$ cat config.mk
export PLATFORM = sky130hd
export DESIGN_NAME = crc8_long_division_tracer_unit
export DESIGN_NICKNAME = d
export VERILOG_FILES = /design/src/rtl/core/crc8ldt_pkg.sv /design/src/rtl/core/crc8ldt_controller.sv /design/src/rtl/core/crc8ldt_datapath.sv /design/src/rtl/core/crc8_long_division_tracer_unit.sv
export SDC_FILE = /design/constraint.sdc
export NUM_CORES = 1
export LEC_CHECK = 0
export BUFFER_PORTS_ARGS = -buffer_cell sky130_fd_sc_hd__buf_2
export CORE_MARGIN = 5
export CORE_UTILIZATION = 45
export DETAILED_ROUTE_END_ITERATION = 16
export PLACE_DENSITY = 0.64
export SYNTH_ARGS = -nofsm -noshare
export SYNTH_HDL_FRONTEND = slang
export SYNTH_SLANG_ARGS = --single-unit
$ cat constraint.sdc
create_clock -name clock -period 5.7 [get_ports clock]
set_clock_uncertainty 0.05 [all_clocks]
set_input_delay 1.14 -clock clock [delete_from_list [all_inputs] [get_ports clock]]
set_output_delay 1.14 -clock clock [all_outputs]
set_load 0.01 [all_outputs]
$ cat src/rtl/core/crc8ldt_pkg.sv
// Shared types and constants for the CRC-8 long-division tracer.
// No dependencies; used by the controller, datapath and top level.
`timescale 1ns / 1ps

package crc8ldt_pkg;

   localparam int DEF_MAX_MSG_BYTES = 2048;
   localparam int BYTE_BITS         = 8;
   localparam int WIN_BITS          = 9;
   localparam int STEP_BITS         = 14;
   localparam int STEP_FIELD_MAX    = 16383;
   localparam int LEFT_BITS         = 5;     // holds up to 16 pending steps
   localparam int RSP_DATA_BITS     = 48;

   localparam logic [WIN_BITS-1:0] POLY_RESET = 9'h107;

   typedef enum logic {
      ST_IDLE,
      ST_BUSY
   } ctrl_state_type;

   typedef struct packed {
      logic load;   // take the input item into the datapath
      logic step;   // run one division step into the output register
   } dp_cmd_type;

   typedef struct packed {
      logic started;     // first byte of the message already loaded
      logic final_step;  // one step left for the current item
      logic out_free;    // output register can take a new result
   } dp_status_type;

endpackage

$ cat src/rtl/core/crc8ldt_controller.sv
// Sequencer for the CRC-8 tracer: accepts items and issues division steps.
// Depends on crc8ldt_pkg.
`timescale 1ns / 1ps

module crc8ldt_controller (
   input  logic                       clock,
   input  logic                       reset,
   input  logic                       req_tvalid,
   output logic                       req_tready,
   input  logic                       req_eom,
   input  crc8ldt_pkg::dp_status_type status,
   output crc8ldt_pkg::dp_cmd_type    cmd
);

   crc8ldt_pkg::ctrl_state_type state_ff, state_in;

   always_ff @(posedge clock) begin
      if (reset) begin
         state_ff <= crc8ldt_pkg::ST_IDLE;
      end else begin
         state_ff <= state_in;
      end
   end

   always_comb begin
      state_in   = state_ff;
      cmd.load   = 1'b0;
      cmd.step   = 1'b0;
      req_tready = 1'b0;
      unique case (state_ff)
         crc8ldt_pkg::ST_IDLE: begin
            req_tready = 1'b1;
            if (req_tvalid) begin
               cmd.load = 1'b1;
               // a first byte that does not end the message only loads
               if (status.started || req_eom) begin
                  state_in = crc8ldt_pkg::ST_BUSY;
               end
            end
         end
         crc8ldt_pkg::ST_BUSY: begin
            if (status.out_free) begin
               cmd.step = 1'b1;
               if (status.final_step) begin
                  state_in = crc8ldt_pkg::ST_IDLE;
               end
            end
         end
         default: begin
            state_in = crc8ldt_pkg::ST_IDLE;
         end
      endcase
   end

endmodule

$ cat src/rtl/core/crc8ldt_datapath.sv
// Datapath of the CRC-8 tracer: remainder, bit shifter, step counter,
// generator register and the result output register. Depends on crc8ldt_pkg.
`timescale 1ns / 1ps

module crc8ldt_datapath #(
   parameter int MAX_MSG_BYTES = crc8ldt_pkg::DEF_MAX_MSG_BYTES
) (
   input  logic                                  clock,
   input  logic                                  reset,
   input  logic                                  csr_wr_en,
   input  logic [crc8ldt_pkg::WIN_BITS-1:0]      csr_wr_data,
   input  logic [crc8ldt_pkg::BYTE_BITS-1:0]     req_data_byte,
   input  logic                                  req_eom,
   input  crc8ldt_pkg::dp_cmd_type               cmd,
   output crc8ldt_pkg::dp_status_type            status,
   output logic                                  rsp_tvalid,
   input  logic                                  rsp_tready,
   output logic [crc8ldt_pkg::RSP_DATA_BITS-1:0] rsp_tdata,
   output logic                                  rsp_tlast,
   output logic                                  rsp_tuser
);

   localparam int StepRaw    = MAX_MSG_BYTES * crc8ldt_pkg::BYTE_BITS - 1;
   localparam int StepCapInt = (StepRaw < crc8ldt_pkg::STEP_FIELD_MAX) ?
                               StepRaw : crc8ldt_pkg::STEP_FIELD_MAX;
   localparam logic [crc8ldt_pkg::STEP_BITS-1:0] StepCap =
      crc8ldt_pkg::STEP_BITS'(StepCapInt);

   localparam logic [crc8ldt_pkg::LEFT_BITS-1:0] StepsByte =
      crc8ldt_pkg::LEFT_BITS'(crc8ldt_pkg::BYTE_BITS);
   localparam logic [crc8ldt_pkg::LEFT_BITS-1:0] StepsBoth =
      crc8ldt_pkg::LEFT_BITS'(2 * crc8ldt_pkg::BYTE_BITS);

   logic [crc8ldt_pkg::WIN_BITS-1:0]  poly_ff, poly_in;
   logic [crc8ldt_pkg::BYTE_BITS-1:0] rem_ff, rem_in;
   logic [crc8ldt_pkg::BYTE_BITS-1:0] bits_ff, bits_in;
   logic [crc8ldt_pkg::STEP_BITS-1:0] step_ff, step_in;
   logic [crc8ldt_pkg::LEFT_BITS-1:0] left_ff, left_in;
   logic                              started_ff, started_in;
   logic                              eom_ff, eom_in;
   logic                              valid_ff, valid_in;

   // result register
   logic [crc8ldt_pkg::STEP_BITS-1:0] o_step_ff, o_step_in;
   logic [crc8ldt_pkg::WIN_BITS-1:0]  o_before_ff, o_before_in;
   logic                              o_xor_ff, o_xor_in;
   logic [crc8ldt_pkg::WIN_BITS-1:0]  o_after_ff, o_after_in;
   logic                              o_last_ff, o_last_in;
   logic                              o_crcv_ff, o_crcv_in;
   logic [crc8ldt_pkg::BYTE_BITS-1:0] o_crc_ff, o_crc_in;

   logic [crc8ldt_pkg::WIN_BITS-1:0]  win;
   logic [crc8ldt_pkg::WIN_BITS-1:0]  after;
   logic                              final_step;
   logic                              crc_step;

   assign win        = {rem_ff, bits_ff[crc8ldt_pkg::BYTE_BITS-1]};
   assign after      = win[crc8ldt_pkg::WIN_BITS-1] ? (win ^ poly_ff) : win;
   assign final_step = (left_ff == crc8ldt_pkg::LEFT_BITS'(1));
   assign crc_step   = final_step && eom_ff;

   assign status.started    = started_ff;
   assign status.final_step = final_step;
   assign status.out_free   = !valid_ff || rsp_tready;

   always_comb begin
      poly_in     = csr_wr_en ? csr_wr_data : poly_ff;
      rem_in      = rem_ff;
      bits_in     = bits_ff;
      step_in     = step_ff;
      left_in     = left_ff;
      started_in  = started_ff;
      eom_in      = eom_ff;
      valid_in    = valid_ff && !rsp_tready;
      o_step_in   = o_step_ff;
      o_before_in = o_before_ff;
      o_xor_in    = o_xor_ff;
      o_after_in  = o_after_ff;
      o_last_in   = o_last_ff;
      o_crcv_in   = o_crcv_ff;
      o_crc_in    = o_crc_ff;

      if (cmd.load) begin
         eom_in = req_eom;
         if (started_ff) begin
            bits_in = req_data_byte;
            left_in = req_eom ? StepsBoth : StepsByte;
         end else begin
            // first byte goes straight into the remainder
            rem_in     = req_data_byte;
            started_in = 1'b1;
            bits_in    = '0;
            left_in    = req_eom ? StepsByte : '0;
         end
      end else if (cmd.step) begin
         bits_in     = {bits_ff[crc8ldt_pkg::BYTE_BITS-2:0], 1'b0};
         left_in     = left_ff - crc8ldt_pkg::LEFT_BITS'(1);
         valid_in    = 1'b1;
         o_step_in   = step_ff;
         o_before_in = win;
         o_xor_in    = win[crc8ldt_pkg::WIN_BITS-1];
         o_after_in  = after;
         o_last_in   = final_step;
         o_crcv_in   = crc_step;
         o_crc_in    = crc_step ? after[crc8ldt_pkg::BYTE_BITS-1:0] : '0;
         if (crc_step) begin
            rem_in     = '0;
            started_in = 1'b0;
            step_in    = '0;
         end else begin
            rem_in = after[crc8ldt_pkg::BYTE_BITS-1:0];
            if (step_ff < StepCap) begin
               step_in = step_ff + crc8ldt_pkg::STEP_BITS'(1);
            end
         end
      end
   end

   always_ff @(posedge clock) begin
      if (reset) begin
         poly_ff    <= crc8ldt_pkg::POLY_RESET;
         rem_ff     <= '0;
         step_ff    <= '0;
         left_ff    <= '0;
         started_ff <= 1'b0;
         valid_ff   <= 1'b0;
      end else begin
         poly_ff    <= poly_in;
         rem_ff     <= rem_in;
         step_ff    <= step_in;
         left_ff    <= left_in;
         started_ff <= started_in;
         valid_ff   <= valid_in;
      end
   end

   always_ff @(posedge clock) begin
      bits_ff     <= bits_in;
      eom_ff      <= eom_in;
      o_step_ff   <= o_step_in;
      o_before_ff <= o_before_in;
      o_xor_ff    <= o_xor_in;
      o_after_ff  <= o_after_in;
      o_last_ff   <= o_last_in;
      o_crcv_ff   <= o_crcv_in;
      o_crc_ff    <= o_crc_in;
   end

   assign rsp_tvalid = valid_ff;
   assign rsp_tlast  = o_last_ff;
   assign rsp_tuser  = o_crcv_ff;
   assign rsp_tdata  = {7'b0, o_crc_ff, o_after_ff, o_xor_ff, o_before_ff, o_step_ff};

endmodule

$ cat src/rtl/core/crc8_long_division_tracer_unit.sv
// CRC-8 long-division tracer, MSB first, zero init, no reflection.
// Each accepted byte on req_ becomes up to 16 step trace items on rsp_.
// Input item: a message byte, tlast marks the last byte of the message.
// The first byte of a message only loads the remainder; it gives no item unless it is also the last byte.
// Each later byte gives 8 items, one per division step; the last byte
// adds 8 more steps over appended zeros, the final one carrying the CRC.
// csr_wr_en/csr_wr_data write the 9-bit generator (reset 0x107); write
// only while the block is idle.
// Timing: req_tready is high only while no step is pending. A step runs
// per cycle through the single shared XOR/shift unit into the output
// register while that register is free to take it. The load registers
// the byte and each step then registers one result; the next byte is
// accepted once the byte's last step has run. A byte that gives no item
// needs no step.
// A stalled rsp_tready holds the output register and pauses the steps;
// the next byte is taken while the final item of a byte still waits.
// Reset (synchronous) drops pending work and restores the generator.
// Depends on crc8ldt_pkg, crc8ldt_controller and crc8ldt_datapath.
`timescale 1ns / 1ps

module crc8_long_division_tracer_unit #(
   parameter int MAX_MSG_BYTES = crc8ldt_pkg::DEF_MAX_MSG_BYTES
) (
   input  logic                                  clock,
   input  logic                                  reset,
   input  logic                                  csr_wr_en,
   input  logic [crc8ldt_pkg::WIN_BITS-1:0]      csr_wr_data,   // generator_poly
   input  logic                                  req_tvalid,
   output logic                                  req_tready,
   input  logic [crc8ldt_pkg::BYTE_BITS-1:0]     req_tdata,     // [7:0] data_byte
   input  logic                                  req_tlast,     // end_of_message
   output logic                                  rsp_tvalid,
   input  logic                                  rsp_tready,
   // [13:0] step_index, [22:14] window_before, [23] did_xor,
   // [32:24] window_after, [40:33] crc_value, [47:41] zero
   output logic [crc8ldt_pkg::RSP_DATA_BITS-1:0] rsp_tdata,
   output logic                                  rsp_tlast,     // run_last
   output logic                                  rsp_tuser      // [0] crc_valid
);

   crc8ldt_pkg::dp_cmd_type    cmd;
   crc8ldt_pkg::dp_status_type status;

   crc8ldt_controller u_ctrl (
      .clock      (clock),
      .reset      (reset),
      .req_tvalid (req_tvalid),
      .req_tready (req_tready),
      .req_eom    (req_tlast),
      .status     (status),
      .cmd        (cmd)
   );

   crc8ldt_datapath #(
      .MAX_MSG_BYTES (MAX_MSG_BYTES)
   ) u_dp (
      .clock         (clock),
      .reset         (reset),
      .csr_wr_en     (csr_wr_en),
      .csr_wr_data   (csr_wr_data),
      .req_data_byte (req_tdata),
      .req_eom       (req_tlast),
      .cmd           (cmd),
      .status        (status),
      .rsp_tvalid    (rsp_tvalid),
      .rsp_tready    (rsp_tready),
      .rsp_tdata     (rsp_tdata),
      .rsp_tlast     (rsp_tlast),
      .rsp_tuser     (rsp_tuser)
   );

endmodule

Word level (Yosys, flattened, before mapping)
Index checks and enable logic that the tools add are counted.
{ "classes": {"add_sub_neg": 2, "magnitude_cmp": 1, "eq_ne": 2, "muxes": 30, "bitwise": 3, "n_reduce_logical": 13} }
{ "ops": {"columns": ["operator", "n"], "rows": [
  ["8-bit two-way mux", 8],
  ["14-bit two-way mux", 2],
  ["5-bit two-way mux", 4],
  ["14-bit by 1-bit adder with 14-bit output, second input constant", 1],
  ["14-bit less-than comparator, second input constant", 1],
  ["1-bit two-way mux", 14],
  ["9-bit bitwise XOR", 1],
  ["2-bit AND reduction", 3],
  ["2-bit nonzero test", 3],
  ["5-bit by 1-bit equality test with 1-bit output, second input constant", 1],
  ["5-bit by 1-bit subtractor with 5-bit output, second input constant", 1],
  ["4-bit two-way mux", 1],
  ["3-bit AND reduction", 1],
  ["1-bit logical AND", 2],
  ["1-bit zero test", 2],
  ["1-bit logical OR", 2],
  ["2-bit inequality test, second input constant", 1],
  ["1-bit NOT", 2],
  ["1-bit case mux with 2 select lines", 1]
]} }
{ "word_totals": {"reg_bits": 91, "in_bits": 23, "output_inout_bits": 52, "elab_cells": 68} }

Longest topological paths before layout
Gate-level depths: netlist (run 1).
{ "depth": {"word_depth": 6, "ltp_mapped": 8, "mapped_depth_nobuf": 7} }

Cells and area by module
A second synthesis (run 1) with hierarchy kept.
{ "unflattened": {"cells_unflattened": 323, "area_unflattened_um2": 3787.4} }
{ "by_module_without_submodules": {"columns": ["module", "instances", "cells_each", "area_each_um2", "seq_area_each_um2"], "rows": [
  ["crc8ldt_datapath", 1, 316, 3731.1, 2292.2],
  ["crc8ldt_controller", 1, 7, 56.3, 20.0]
]} }

Worst setup path before layout (run 1)
OpenSTA, ideal clock, no wires.
{ "synth_timing": {"path_kind": "input to register", "from": "input rsp_tready", "to": "register u_dp.step_ff[6] in the netlist's numbering", "setup_ps": 79, "t_arrival_ps": 2632, "required_time_ps": 5571, "slack_ps": 2938, "stages": 5, "n_path_buf": 0, "path_cell_list": "nand2b_1 -> nand2_1 -> inv_1 -> a41oi_1 -> nor3_1"} }
{ "synth_between": {"elab_chain_len": 4} }
{ "synth_rtl": {"columns": ["element", "line_no", "rtl"], "rows": [
  ["start, declared", "crc8_long_division_tracer_unit.sv:33", "input logic rsp_tready,"],
  ["1-bit logical OR", "crc8ldt_datapath.sv:64", "assign status.out_free = !valid_ff || rsp_tready;"],
  ["1-bit two-way mux", "crc8ldt_controller.sv:42", "if (status.out_free) begin"],
  ["1-bit two-way mux", "crc8ldt_controller.sv:30", "unique case (state_ff)"],
  ["3-bit AND reduction (no line)", null, null],
  ["end signal, assigned", "crc8ldt_datapath.sv:130", "step_ff <= step_in;"],
  ["end, declared", "crc8ldt_datapath.sv:37", "logic [crc8ldt_pkg::STEP_BITS-1:0] step_ff, step_in;"]
]} }
No other way between the ends.
A chain may end at the register's enable or synchronous reset.

Worst setup path in the final report (run 1)
{ "layout_timing": {"from": "input rsp_tready", "to": "register u_ctrl.state_ff"} }
{ "layout_between": {"elab_chain_len": 3} }
{ "layout_rtl": {"columns": ["element", "line_no", "rtl"], "rows": [
  ["1-bit logical OR", "crc8ldt_datapath.sv:64", null],
  ["1-bit two-way mux", "crc8ldt_controller.sv:42", null],
  ["1-bit case mux with 2 select lines", "crc8ldt_controller.sv:30", null],
  ["end signal, assigned", "crc8ldt_controller.sv:19", "state_ff <= crc8ldt_pkg::ST_IDLE;"],
  ["end signal, assigned", "crc8ldt_controller.sv:21", "state_ff <= state_in;"],
  ["end, declared", "crc8ldt_controller.sv:15", "crc8ldt_pkg::ctrl_state_type state_ff, state_in;"]
]} }
No other way between the ends.

==> metrics.log, run 1 <==
INFO  metric first_global_vias = 2421
INFO  metric area_growth = 14.61%
INFO  metric die_h = 101.3 um
INFO  metric area.sequential = 2312 sq um
INFO  metric worstRegToRegCells = 5
INFO  metric clock_path_buffers = 2
INFO  metric synthesis.yosys.warnings = 0
INFO  metric num_antenna_cells = 0
INFO  metric p_leak = ~1.7 nW
INFO  metric power_density = 307.3 nW/um^2
INFO  metric timing.setup.tns = 0 ps
INFO  metric synth.most_common_cell = sky130_fd_sc_hd__edfxtp_1
INFO  metric area_of_the_placeable_core = 8175 sq um
INFO  metric die_area = 10260 sq um
INFO  metric synth.cells.most_frequent = 51 x sky130_fd_sc_hd__edfxtp_1, 39 x sky130_fd_sc_hd__dfxtp_1, 35 x sky130_fd_sc_hd__nand2_1, 25 x sky130_fd_sc_hd__nand3_1, 23 x sky130_fd_sc_hd__nor2_1
INFO  metric post_synth_inst_count = 328
INFO  metric worstSetupStartpointType = input port
INFO  metric vias = 2704
INFO  metric final_antenna_net_count = 0
INFO  metric hold_path_end = u_dp.o_before_ff[2]$_DFFE_PP_
INFO  metric instances_no_fill = 500
INFO  metric total_gr_overflow = 0
INFO  metric antenna_found_initial = 0
INFO  metric setup_violations = 0
INFO  metric seq_area_frac_synth = 0.6166
INFO  metric synthesis.area_per_instance = 11.43 sq um
INFO  metric critPathTopFamily = buffers and inverters
INFO  metric detail_route.drc_violations = 0
INFO  metric ios = 75
INFO  metric cts-resized-gates = 0
INFO  metric clock_sink_count = 90
INFO  metric path_cells = buf_2 > nand2b_1 > nand2_1 > clkinv_1 > buf_4 > a221oi_1
INFO  metric endpoint_kind = register
INFO  metric numPlacedInstances = 484
INFO  metric tritoncts = yes
INFO  metric wl_met1 = between 3 and 4 mm
INFO  metric start_util = 0.4587
INFO  metric max_stage_delay = 670 ps
INFO  metric finalHoldViolations = 0
INFO  metric crit_path_max_fanout = 28
INFO  metric cp.arrival = 3500 ps
INFO  metric synth-seq-cells = 90
INFO  metric cts_hold_buf = 0
INFO  metric share_seq_of_total_power = 0.585
INFO  metric slew_headroom = 0.5564
INFO  metric hold_path_startpoint = u_dp.rem_ff[1]$_SDFFE_PP0P_
INFO  metric clock_network_fraction_of_total_power = 0.297
INFO  metric yosys.area.top_type_share = 0.4084
INFO  metric skew_pair_late_insertion_delay = between 300 and 400 ps
INFO  metric placement.io_buffers = 67
INFO  metric period_minus_slack = 3290 ps
INFO  metric drt-initial-drc-count = 184
INFO  metric cts_made_buffers = 9
INFO  metric top_layer = met4
INFO  metric p_switching = 0.3591 mW
INFO  metric timing_worst_setup_path_type = in -> reg
INFO  metric die_width = 101.3 um
INFO  metric routabilityCongestion = 0.8280
INFO  metric post-synth-top-area-cell = sky130_fd_sc_hd__edfxtp_1
INFO  metric multi_input_comb_area = 1296 sq um
INFO  metric number_of_inserted_filler_cells_in_the_final_layout = 759
INFO  metric ir_worst_vdd = 0.1654 mV
INFO  metric routed-wl-met3 = 590 um
INFO  metric timing.final.crit_share = 0.5772
INFO  metric power.share.switching = 0.2720
INFO  metric detail_route.first_pass.iterations = 4
INFO  metric worst-slew-pin-transition = 665.4 ps
INFO  metric final_util = 0.5257
INFO  metric met2RoutedLength = 3.680 mm
INFO  metric maxSlewViolCount = 0
INFO  metric p_int = 0.9614 mW
INFO  metric synthesized_area = ~3700 sq um
INFO  metric crit_path_top_delay_cell = sky130_fd_sc_hd__clkinv_1
INFO  metric synth_cell_types = 44
INFO  metric grt.total_usage = 0.1587
INFO  metric drv_cap = 0
INFO  metric post_drt_wl_per_cell = roughly 16 um
INFO  metric htree_num_levels = 3
INFO  metric final_nets = 418
INFO  metric vias_per_cell = 5.408
INFO  metric crit_buf_inv = 3
INFO  metric critPathRequiredTime = 5910 ps
INFO  metric dpl_cell_area = 4124 sq um
INFO  metric hold-path-cell-count = 0
INFO  metric placementRows = 33
INFO  metric reg2reg_slack = 3030 ps
INFO  metric cts.repair_timing.setup_buffer_count = 0
INFO  metric cts.root.buffer_cell = sky130_fd_sc_hd__clkbuf_8
INFO  metric rsz_0062_raised_after_global_routing = no
INFO  metric rr_endpoint = u_ctrl.state_ff$_SDFF_PP0_
INFO  metric grt_pass1_wl = 12.54 mm
INFO  metric status = finished, final reports clean
INFO  metric synth_edf_count = 51
INFO  metric drive_gt1_frac = 0.2253
INFO  metric drt-total-wl = approximately 8.0 mm
INFO  metric finish.instance_area = 4298 sq um
INFO  metric max_clock_freq = 303.9 MHz
INFO  metric grt_max_degree = 29
INFO  metric start_of_the_worst_register_to_register_path = u_dp.rsp_tvalid$_SDFF_PP0_
INFO  metric dp_hpwl = 5.581 mm
INFO  metric power.share.combinational = 0.119
INFO  metric ys_dominant_reg_cell = sky130_fd_sc_hd__edfxtp_1
INFO  metric hold_class = reg -> reg
INFO  metric ys_top_cells_by_area = sky130_fd_sc_hd__edfxtp_1 41%, sky130_fd_sc_hd__dfxtp_1 21%, sky130_fd_sc_hd__nand2_1 3.5%
INFO  metric synth_async_sr_flop_share = 0
INFO  metric clkTransAtPathRegs = roughly 90 ps
-- worst max-delay path by stage --
stage / startpoint / end / slack, ps / depth (start not counted)
after floorplan: rsp_tready / u_dp.step_ff[6]$_SDFFE_PP0P_ / 2940 / 5
after detailed placement: rsp_tready / u_ctrl.state_ff$_SDFF_PP0_ / 2000 / 6
after CTS: rsp_tready / u_ctrl.state_ff$_SDFF_PP0_ / 2370 / 6
after global routing: rsp_tready / u_ctrl.state_ff$_SDFF_PP0_ / 2230 / 6
final: rsp_tready / u_ctrl.state_ff$_SDFF_PP0_ / 2410 / 6
after global placement: rsp_tready / u_ctrl.state_ff$_SDFF_PP0_ / 2110 / 6
-- area by class of cell --
type	count	area share
Tap cell	105	0.03057
Timing Repair Buffer	69	0.08151
Clock inverter	7	0.01164
Clock buffer	9	0.02882
Sequential cell	90	0.5380
Inverter	9	0.007860
Multi-Input combinational cell	211	0.3016
-- cell families (layout without fill, tap and decap cells) --
| kind of cell | count (synthesis) | count (layout) | synth area share |
|---|---|---|---|
| AND/OR/NAND/NOR | 124 | 124 | 0.1692 |
| flip-flops | 90 | 90 | 0.6166 |
| AO/OA/AOI/OAI | 55 | 55 | 0.1031 |
| buffers and inverters | 33 | 94 | 0.04371 |
| XOR/XNOR | 11 | 11 | 0.02569 |
| multiplexers | 9 | 9 | 0.02402 |
| adder cells (fa/ha/maj) | 5 | 5 | 0.01668 |
| other | 1 | 7 | 0.001000 |
-- power groups by stage --
stage / combinational [mW] / clock (mW) / sequential [mW]
4_1_cts: 0.159 / 0.402 / 0.772
3_5_place_dp: 0.158 / 0 / 0.787
2_1_floorplan: 0.0979 / 0 / 0.789
6_report: 0.157 / 0.392 / 0.772
5_1_grt: 0.175 / 0.431 / 0.778
3_3_place_gp: 0.155 / 0 / 0.786
-- cell usage in the layout, fill, tap and decap left out, drive strengths merged, types with 2 or more instances in the layout --
cell / Yosys / final
edfxtp: 51 / 51
and3: 4 / 4
a31oi: 3 / 3
nand2b: 3 / 3
nand4b: 2 / 2
nand3: 25 / 25
mux2i: 9 / 9
nand2: 36 / 36
nor2b: 2 / 2
and2: 8 / 8
or4: 4 / 4
xnor2: 8 / 8
conb: 1 / 7
o21ai: 11 / 11
clkinv: 1 / 5
a21oi: 14 / 14
a221oi: 9 / 9
nor3: 5 / 5
dfxtp: 39 / 39
nor2: 23 / 23
a211oi: 2 / 2
or4b: 3 / 3
inv: 8 / 11
nand4: 5 / 5
o311ai: 6 / 6
clkbuf: 12 / 9
buf: 12 / 69
o211ai: 3 / 3
ha: 5 / 5
xor2: 3 / 3
-- metal layers --
| metal | up-vias | GRT usage |
|---|---|---|
| li1 | 1322 | - |
| met1 | 1278 | 0.2278 |
| met2 | 98 | 0.2359 |
| met3 | 6 | 0.03581 |
| met4 | 0 | 0.05828 |
| met5 | - | 0 |
-- per-stage QoR --
| step | power [mW] | hold WS [ps] | worst slack, ps |
|---|---|---|---|
| floorplan | 0.8871 | 356.4 | 2938 |
| global placement | 0.9415 | 406.5 | 2108 |
| detailed placement | 0.9454 | 411.6 | 2002 |
| CTS | 1.333 | 431.5 | 2367 |
| global route | 1.384 | 451.1 | 2234 |
| finish | 1.321 | 434.0 | 2410 |
-- flip-flops by register name (all words and copies together) (netlist names), 5 cells and up --
register and flops:
u_dp.poly_ff 9, u_dp.o_before_ff 9, u_dp.left_ff 5, u_dp.rem_ff 8, u_dp.bits_ff 8, u_dp.o_crc_ff 8
u_dp.o_step_ff 14, u_dp.o_after_ff 9, u_dp.step_ff 14
(Power assumes the default switching activity.)
==> run 2, diff against run 1 <==
Settings changed: PLACE_DENSITY 0.64 to 0.67.
Clock period 5.7 ns to 3 ns, I/O delays scaled along.
==> run 2 against run 1 <==
Register-to-register slack worse by 2100 ps; die area unchanged; sequential power up 90%; critical path depth unchanged; combinational power up 97%; routed wire length down 0.33%; via count down 0.44%; clock-buffer cell count up 1; non-clock buffer count up 4; worst hold slack worse by 16 ps; first-iteration DRC count up 34%.
==> metrics.log, run 2 (same netlist as run 1, synthesis figures left out) <==
INFO  metric dp_hpwl = 5.601 mm (+0.36%)
INFO  metric endpoint_kind = register
INFO  metric placementRows = 33 (unchanged)
INFO  metric post_drt_wl_per_cell = 15.81 um (-1.1%)
INFO  metric power_density = 591.6 nW/um^2 (+93%)
INFO  metric period_minus_slack = 2111 ps
INFO  metric timing.setup.tns = 0 ps (unchanged)
INFO  metric area.sequential = 2312 sq um (unchanged)
INFO  metric placement.io_buffers = 67 (unchanged)
INFO  metric cts_made_buffers = 9 (unchanged)
INFO  metric grt_max_degree = 36 (+24%)
INFO  metric rsz_0062_raised_after_global_routing = no
INFO  metric ir_worst_vdd = 0.3306 mV (+100%)
INFO  metric cts.root.buffer_cell = sky130_fd_sc_hd__clkbuf_8
INFO  metric worst-slew-pin-transition = 681.8 ps (+16.46 ps)
INFO  metric cts.repair_timing.setup_buffer_count = 0 (unchanged)
INFO  metric reg_top3 = u_dp.o_step_ff x14, u_dp.step_ff x14
INFO  metric critPathRequiredTime = 3230 ps (-2680 ps)
INFO  metric final_nets = 422 (+0.96%)
INFO  metric most_common_cell_after_layout_fill_and_taps_aside = sky130_fd_sc_hd__buf_2
INFO  metric grt.total_usage = 0.1566 (-0.002062)
INFO  metric slew_headroom = 0.5454 (-0.01097)
INFO  metric hold_class = in -> reg
INFO  metric start_util = 0.4587 (unchanged)
INFO  metric tritoncts = yes
INFO  metric antenna_found_initial = 0 (unchanged)
INFO  metric cts-resized-gates = 0 (unchanged)
INFO  metric num_antenna_cells = 0 (unchanged)
INFO  metric die_width = 101.3 um (unchanged)
INFO  metric status = finished, final reports clean
INFO  metric htree_num_levels = 3 (unchanged)
INFO  metric cts_hold_buf = 0 (unchanged)
INFO  metric clkTransAtPathRegs = 90 ps (about the same)
INFO  metric finish.instance_area = 4359 sq um (+1.4%)
INFO  metric maxSlewViolCount = 0 (unchanged)
INFO  metric cp.arrival = 2340 ps (-1160 ps)
INFO  metric first_global_vias = 2490 (+2.9%)
INFO  metric timing_worst_setup_path_type = reg -> reg
INFO  metric die_area = 10260 sq um (unchanged)
INFO  metric detail_route.drc_violations = 0 (unchanged)
INFO  metric drv_cap = 0 (unchanged)
INFO  metric drt-total-wl = 7.966 mm (-0.33%)
INFO  metric detail_route.first_pass.iterations = 4 (unchanged)
INFO  metric drt-initial-drc-count = 246 (+34%)
INFO  metric ios = 75 (unchanged)
INFO  metric finalHoldViolations = 0 (unchanged)
INFO  metric crit_path_max_fanout = 15 (-46%)
INFO  metric area_growth = 16.25%
INFO  metric routabilityCongestion = 0.8543 (+3.2%)
INFO  metric vias = 2692 (-0.44%)
INFO  metric timing.final.crit_share = 0.7036
INFO  metric die_h = 101.3 um (unchanged)
INFO  metric clock_sink_count = 90 (unchanged)
INFO  metric p_leak = 1.685 nW (+1.9%)
INFO  metric total_gr_overflow = 0 (unchanged)
INFO  metric drive_gt1_frac = 0.2281 (+0.002754)
INFO  metric skew_pair_late_insertion_delay = 340 ps (-20 ps)
INFO  metric dpl_cell_area = 4167 sq um (+1.0%)
INFO  metric final_util = 0.5332 (+0.007499)
INFO  metric area_of_the_placeable_core = 8175 sq um (unchanged)
INFO  metric most-common-layout-cells = 67 x sky130_fd_sc_hd__buf_2, 51 x sky130_fd_sc_hd__edfxtp_1, 39 x sky130_fd_sc_hd__dfxtp_1, 35 x sky130_fd_sc_hd__nand2_1, 25 x sky130_fd_sc_hd__nand3_1
INFO  metric number_of_inserted_filler_cells_in_the_final_layout = 715 (-5.8%)
INFO  metric setup_violations = 0 (unchanged)
INFO  metric vias_per_cell = 5.341 (-1.2%)
INFO  metric multi_input_comb_area = 1296 sq um (unchanged)
INFO  metric final_antenna_net_count = 0 (unchanged)
INFO  metric clock_path_buffers = 2 (unchanged)
INFO  metric grt_pass1_wl = 12.54 mm (unchanged)
INFO  metric max_clock_freq = approximately 470 MHz
INFO  metric worstSetupStartpointType = register
run 2: cell count changes in the layout (fill, tap and decap cells not counted), sizes merged:
cell	delta
inv	-2
bufinv	+1
buf	+4
clkbuf	+1
run 2: layout make-up:
class	count	share of cell area
clock inverter	6	0.01493
inverter	9	0.007750
sequential	90	0.5304
multi-input combinational	211	0.2974
timing repair buffer	73	0.09013
clock buffer	10	0.02928
tap	105	0.03014
run 2: where the power goes:
group	switching (mW)	leakage, nW	internal, mW
Clock	0.415	0.0983	0.388
Sequential	0.0555	0.808	1.41
Combinational	0.195	0.779	0.115
Total	0.665	1.69	1.91
run 2: per-layer routing:
metal / track usage / wire, um / vias up
li1: - / - / 1323
met1: 0.2181 / 3555 / 1263
met2: 0.2389 / 3724 / 94
met3: 0.03375 / 541 / 12
met4: 0.06237 / 144 / 0
met5: 0 / 0 / -
run 2: final timing paths:
| path | startpoint | endpoint | slack [ps] | cells past startpoint |
|---|---|---|---|---|
| hold / removal | csr_wr_data[8] | u_dp.poly_ff[8]$_SDFFE_PP1P_ | 420 | 3 |
| setup / recovery | u_ctrl.state_ff$_SDFF_PP0_ | u_dp.rem_ff[7]$_SDFFE_PP0P_ | 890 | 6 |
| hold reg to reg | u_dp.rem_ff[0]$_SDFFE_PP0P_ | u_dp.o_before_ff[1]$_DFFE_PP_ | 430 | 0 |
| setup reg to reg | u_ctrl.state_ff$_SDFF_PP0_ | u_dp.rem_ff[7]$_SDFFE_PP0P_ | 890 | 6 |
run 2: stage by stage:
stage	setup WS (ps)	total power, mW	std cells	hold WS [ps]
final	889.3	2.579	504	417.8
after global routing	676.6	2.694	504	418.8
after detailed placement	789.8	1.805	488	408.6
after CTS	875.1	2.597	504	413.7
after floorplan	778.3	1.685	334	356.4
after global placement	821.6	1.796	488	404.2
run 2: critical path, cell delays in order, from the launching register on:
cell,delay [ps]
sky130_fd_sc_hd__dfxtp_1,560
sky130_fd_sc_hd__nand2b_1,170
sky130_fd_sc_hd__buf_4,200
sky130_fd_sc_hd__inv_1,220
sky130_fd_sc_hd__a21oi_1,550
sky130_fd_sc_hd__a221oi_1,150
sky130_fd_sc_hd__nor2_1,140
==> run 3, diff against run 2 <==
Settings changed: PLACE_DENSITY 0.67 to 0.64.
Clock period 3 ns to 2 ns, I/O delays scaled along.
==> run 3 against run 2 <==
Sequential power up 49%; clock-buffer cell count unchanged; utilization increased by 1.5 points; die area unchanged; global-route usage grew 1.2 points; register-to-register slack worse by 800 ps; worst hold slack worse by 220 ps; routed wire length up 4.7%; critical path type unchanged.
==> metrics.log, run 3 (same netlist as run 1, synthesis figures left out) <==
INFO  metric status = finished, final reports clean
INFO  metric die_h = 101.3 um (unchanged)
INFO  metric skew_pair_late_insertion_delay = 360 ps (+20 ps)
INFO  metric period_minus_slack = 1907 ps (-204.1 ps)
INFO  metric crit_path_frequent_cell = sky130_fd_sc_hd__inv_1
INFO  metric final_nets = 435 (+3.1%)
INFO  metric clock_network_fraction_of_total_power = 0.320 (+0.009)
INFO  metric timing.final.crit_share = 0.9533 (+0.2497)
INFO  metric num_antenna_cells = 0 (unchanged)
INFO  metric dpl_cell_area = 4255 sq um (+2.1%)
INFO  metric path_cells = inv_1 > ha_1 > nor4b_4 > nand2_2 > inv_1 > a31oi_1 > o221a_2
INFO  metric grt.total_usage = 0.1684 (+0.01182)
INFO  metric critPathTopFamily = simple AND/OR/NAND/NOR gates
INFO  metric max_clock_freq = 524.5 MHz (+11%)
INFO  metric rsz_0062_raised_after_global_routing = yes
INFO  metric timing_worst_setup_path_type = reg -> reg
INFO  metric p_switching = 1.053 mW (+58%)
INFO  metric grt_max_degree = 24 (-33%)
INFO  metric antenna_found_initial = 0 (unchanged)
INFO  metric slew_headroom = 0.5611 (+0.01564)
INFO  metric placement.io_buffers = 67 (unchanged)
INFO  metric clock_path_buffers = 2 (unchanged)
INFO  metric endpoint_kind = register
INFO  metric power.share.switching = 0.2661 (+0.008194)
INFO  metric crit_path_top_delay_cell = sky130_fd_sc_hd__nor4b_4
INFO  metric place_ws = 133.4 ps (-656.4 ps)
INFO  metric vias = 2760 (+2.5%)
INFO  metric area_growth = 19.55%
INFO  metric cp.arrival = 2110 ps (-230 ps)
INFO  metric p_int = 2.904 mW (+52%)
INFO  metric cts.root.buffer_cell = sky130_fd_sc_hd__clkbuf_8
INFO  metric cts_made_buffers = 9 (unchanged)
INFO  metric start_util = 0.4587 (unchanged)
INFO  metric finish.instance_area = 4483 sq um (+2.8%)
INFO  metric number_of_inserted_filler_cells_in_the_final_layout = 728 (+1.8%)
INFO  metric setup_violations = 0 (unchanged)
INFO  metric worst-slew-pin-transition = 658.4 ps (-23.46 ps)
INFO  metric vias_per_cell = 5.338 (about the same)
INFO  metric die_area = 10260 sq um (unchanged)
INFO  metric first_global_vias = 2625 (+5.4%)
INFO  metric routabilityCongestion = 0.8516 (-0.32%)
INFO  metric worstSetupStartpointType = register
INFO  metric crit_buf_inv = 2 (unchanged)
INFO  metric drt-total-wl = 8.339 mm (+4.7%)
INFO  metric dp_hpwl = 5.914 mm (+5.6%)
INFO  metric htree_num_levels = 3 (unchanged)
INFO  metric detail_route.first_pass.iterations = 4 (unchanged)
INFO  metric maxSlewViolCount = 0 (unchanged)
INFO  metric ir_worst_vdd = 0.4622 mV (+40%)
INFO  metric reg_top3 = u_dp.o_step_ff x14, u_dp.step_ff x14
INFO  metric finalHoldViolations = 0 (unchanged)
INFO  metric p_leak = 1.760 nW (+4.5%)
INFO  metric final_antenna_net_count = 0 (unchanged)
INFO  metric post_drt_wl_per_cell = 16.13 um (+2.1%)
INFO  metric tritoncts = yes
INFO  metric reg2reg_slack = 90 ps (-800 ps)
INFO  metric most_common_cell_after_layout_fill_and_taps_aside = sky130_fd_sc_hd__buf_2
INFO  metric share_seq_of_total_power = 0.554 (-0.015)
INFO  metric detail_route.drc_violations = 0 (unchanged)
INFO  metric clkTransAtPathRegs = 90 ps (about the same)
INFO  metric power.share.combinational = 0.125 (+0.005)
INFO  metric drive_gt1_frac = 0.2670 (+0.03892)
INFO  metric crit_path_max_fanout = 12 (-3)
INFO  metric total_gr_overflow = 0 (unchanged)
INFO  metric drt-initial-drc-count = 156 (-37%)
INFO  metric grt_pass1_wl = 13.43 mm (+7.2%)
INFO  metric power_density = 882.7 nW/um^2 (+49%)
INFO  metric area_of_the_placeable_core = 8175 sq um (unchanged)
INFO  metric drv_cap = 0 (unchanged)
INFO  metric most-common-layout-cells = 67 x sky130_fd_sc_hd__buf_2, 51 x sky130_fd_sc_hd__edfxtp_1, 39 x sky130_fd_sc_hd__dfxtp_1, 35 x sky130_fd_sc_hd__nand2_1, 24 x sky130_fd_sc_hd__nand3_1
INFO  metric setup_slack = 93.38 ps (-795.9 ps)
INFO  metric hold_class = in -> reg
INFO  metric placementRows = 33 (unchanged)
INFO  metric clock_sink_count = 90 (unchanged)
INFO  metric ios = 75 (unchanged)
INFO  metric cts.repair_timing.setup_buffer_count = 0 (unchanged)
INFO  metric fin_worst_hold_slack = 198.8 ps (-219.0 ps)
INFO  metric critPathRequiredTime = 2200 ps (-1030 ps)
INFO  metric die_width = 101.3 um (unchanged)
INFO  metric max_stage_delay = 450 ps (-110 ps)
-- run 3: cell count changes in the layout (fill, tap and decap cells not counted), sizes merged --
cell	delta
buf	+13
inv	+1
clkinvlp	+1
clkinv	-2
-- run 3: final timing paths --
kind	from	end	depth (start not counted)
setup / recovery	u_dp.left_ff[1]$_SDFFE_PP0P_	u_dp.step_ff[10]$_SDFFE_PP0P_	7
hold / removal	req_tlast	u_dp.eom_ff$_DFFE_PP_	1
setup reg to reg	u_dp.left_ff[1]$_SDFFE_PP0P_	u_dp.step_ff[10]$_SDFFE_PP0P_	7
hold reg to reg	u_dp.rem_ff[0]$_SDFFE_PP0P_	u_dp.o_before_ff[1]$_DFFE_PP_	0
-- run 3: final cells by class --
class	count	area (sq um)	area share
clock buffers	10	127.6	0.02847
clock inverters	6	72.57	0.01619
inverters	9	37.54	0.008373
multi-input cells	211	1324	0.2953
flip-flops and latches	90	2312	0.5158
well taps	105	131.4	0.02931
repair buffers	86	478.0	0.1066
-- run 3: worst reg2reg max path, cell delays in order, from the launching register on --
cell and delay (ps):
sky130_fd_sc_hd__dfxtp_1 330, sky130_fd_sc_hd__inv_1 100, sky130_fd_sc_hd__ha_1 150, sky130_fd_sc_hd__nor4b_4 450, sky130_fd_sc_hd__nand2_2 120, sky130_fd_sc_hd__inv_1 260
sky130_fd_sc_hd__a31oi_1 80, sky130_fd_sc_hd__o221a_2 270
-- run 3: stage by stage --
step	util	power, mW	TNS, ps	instances
global route	0.5484	4.135	-61.83	517
detailed placement	0.5205	2.731	0	501
floorplan	-	2.529	0	334
finish	0.5484	3.957	0	517
global placement	0.5205	2.721	0	501
CTS	0.5450	3.970	0	517
-- run 3: power groups by stage --
stage                     clock network (mW)  logic [mW]  registers (mW)
after floorplan                            0       0.281            2.25
after global placement                     0       0.488            2.23
after detailed placement                   0       0.495            2.24
after CTS                               1.28       0.499            2.19
after global routing                    1.37       0.554            2.21
final                                   1.27       0.496            2.19
-- run 3: routing by layer --
metal	vias up	global-route usage	share of wire
li1	1349	-	-
met1	1297	0.2386	0.44
met2	101	0.2520	0.46
met3	13	0.03581	0.085
met4	0	0.06953	0.018
met5	-	0	0
-- run 3: repair_timing --
| item | 4_1_cts | 5_1_grt |
|---|---|---|
| hold buffers | 0 | 0 |
| resized for setup | 0 | 5 |
| hold endpoints to repair | 0 | 0 |
| setup endpoints to repair | 0 | 18 |
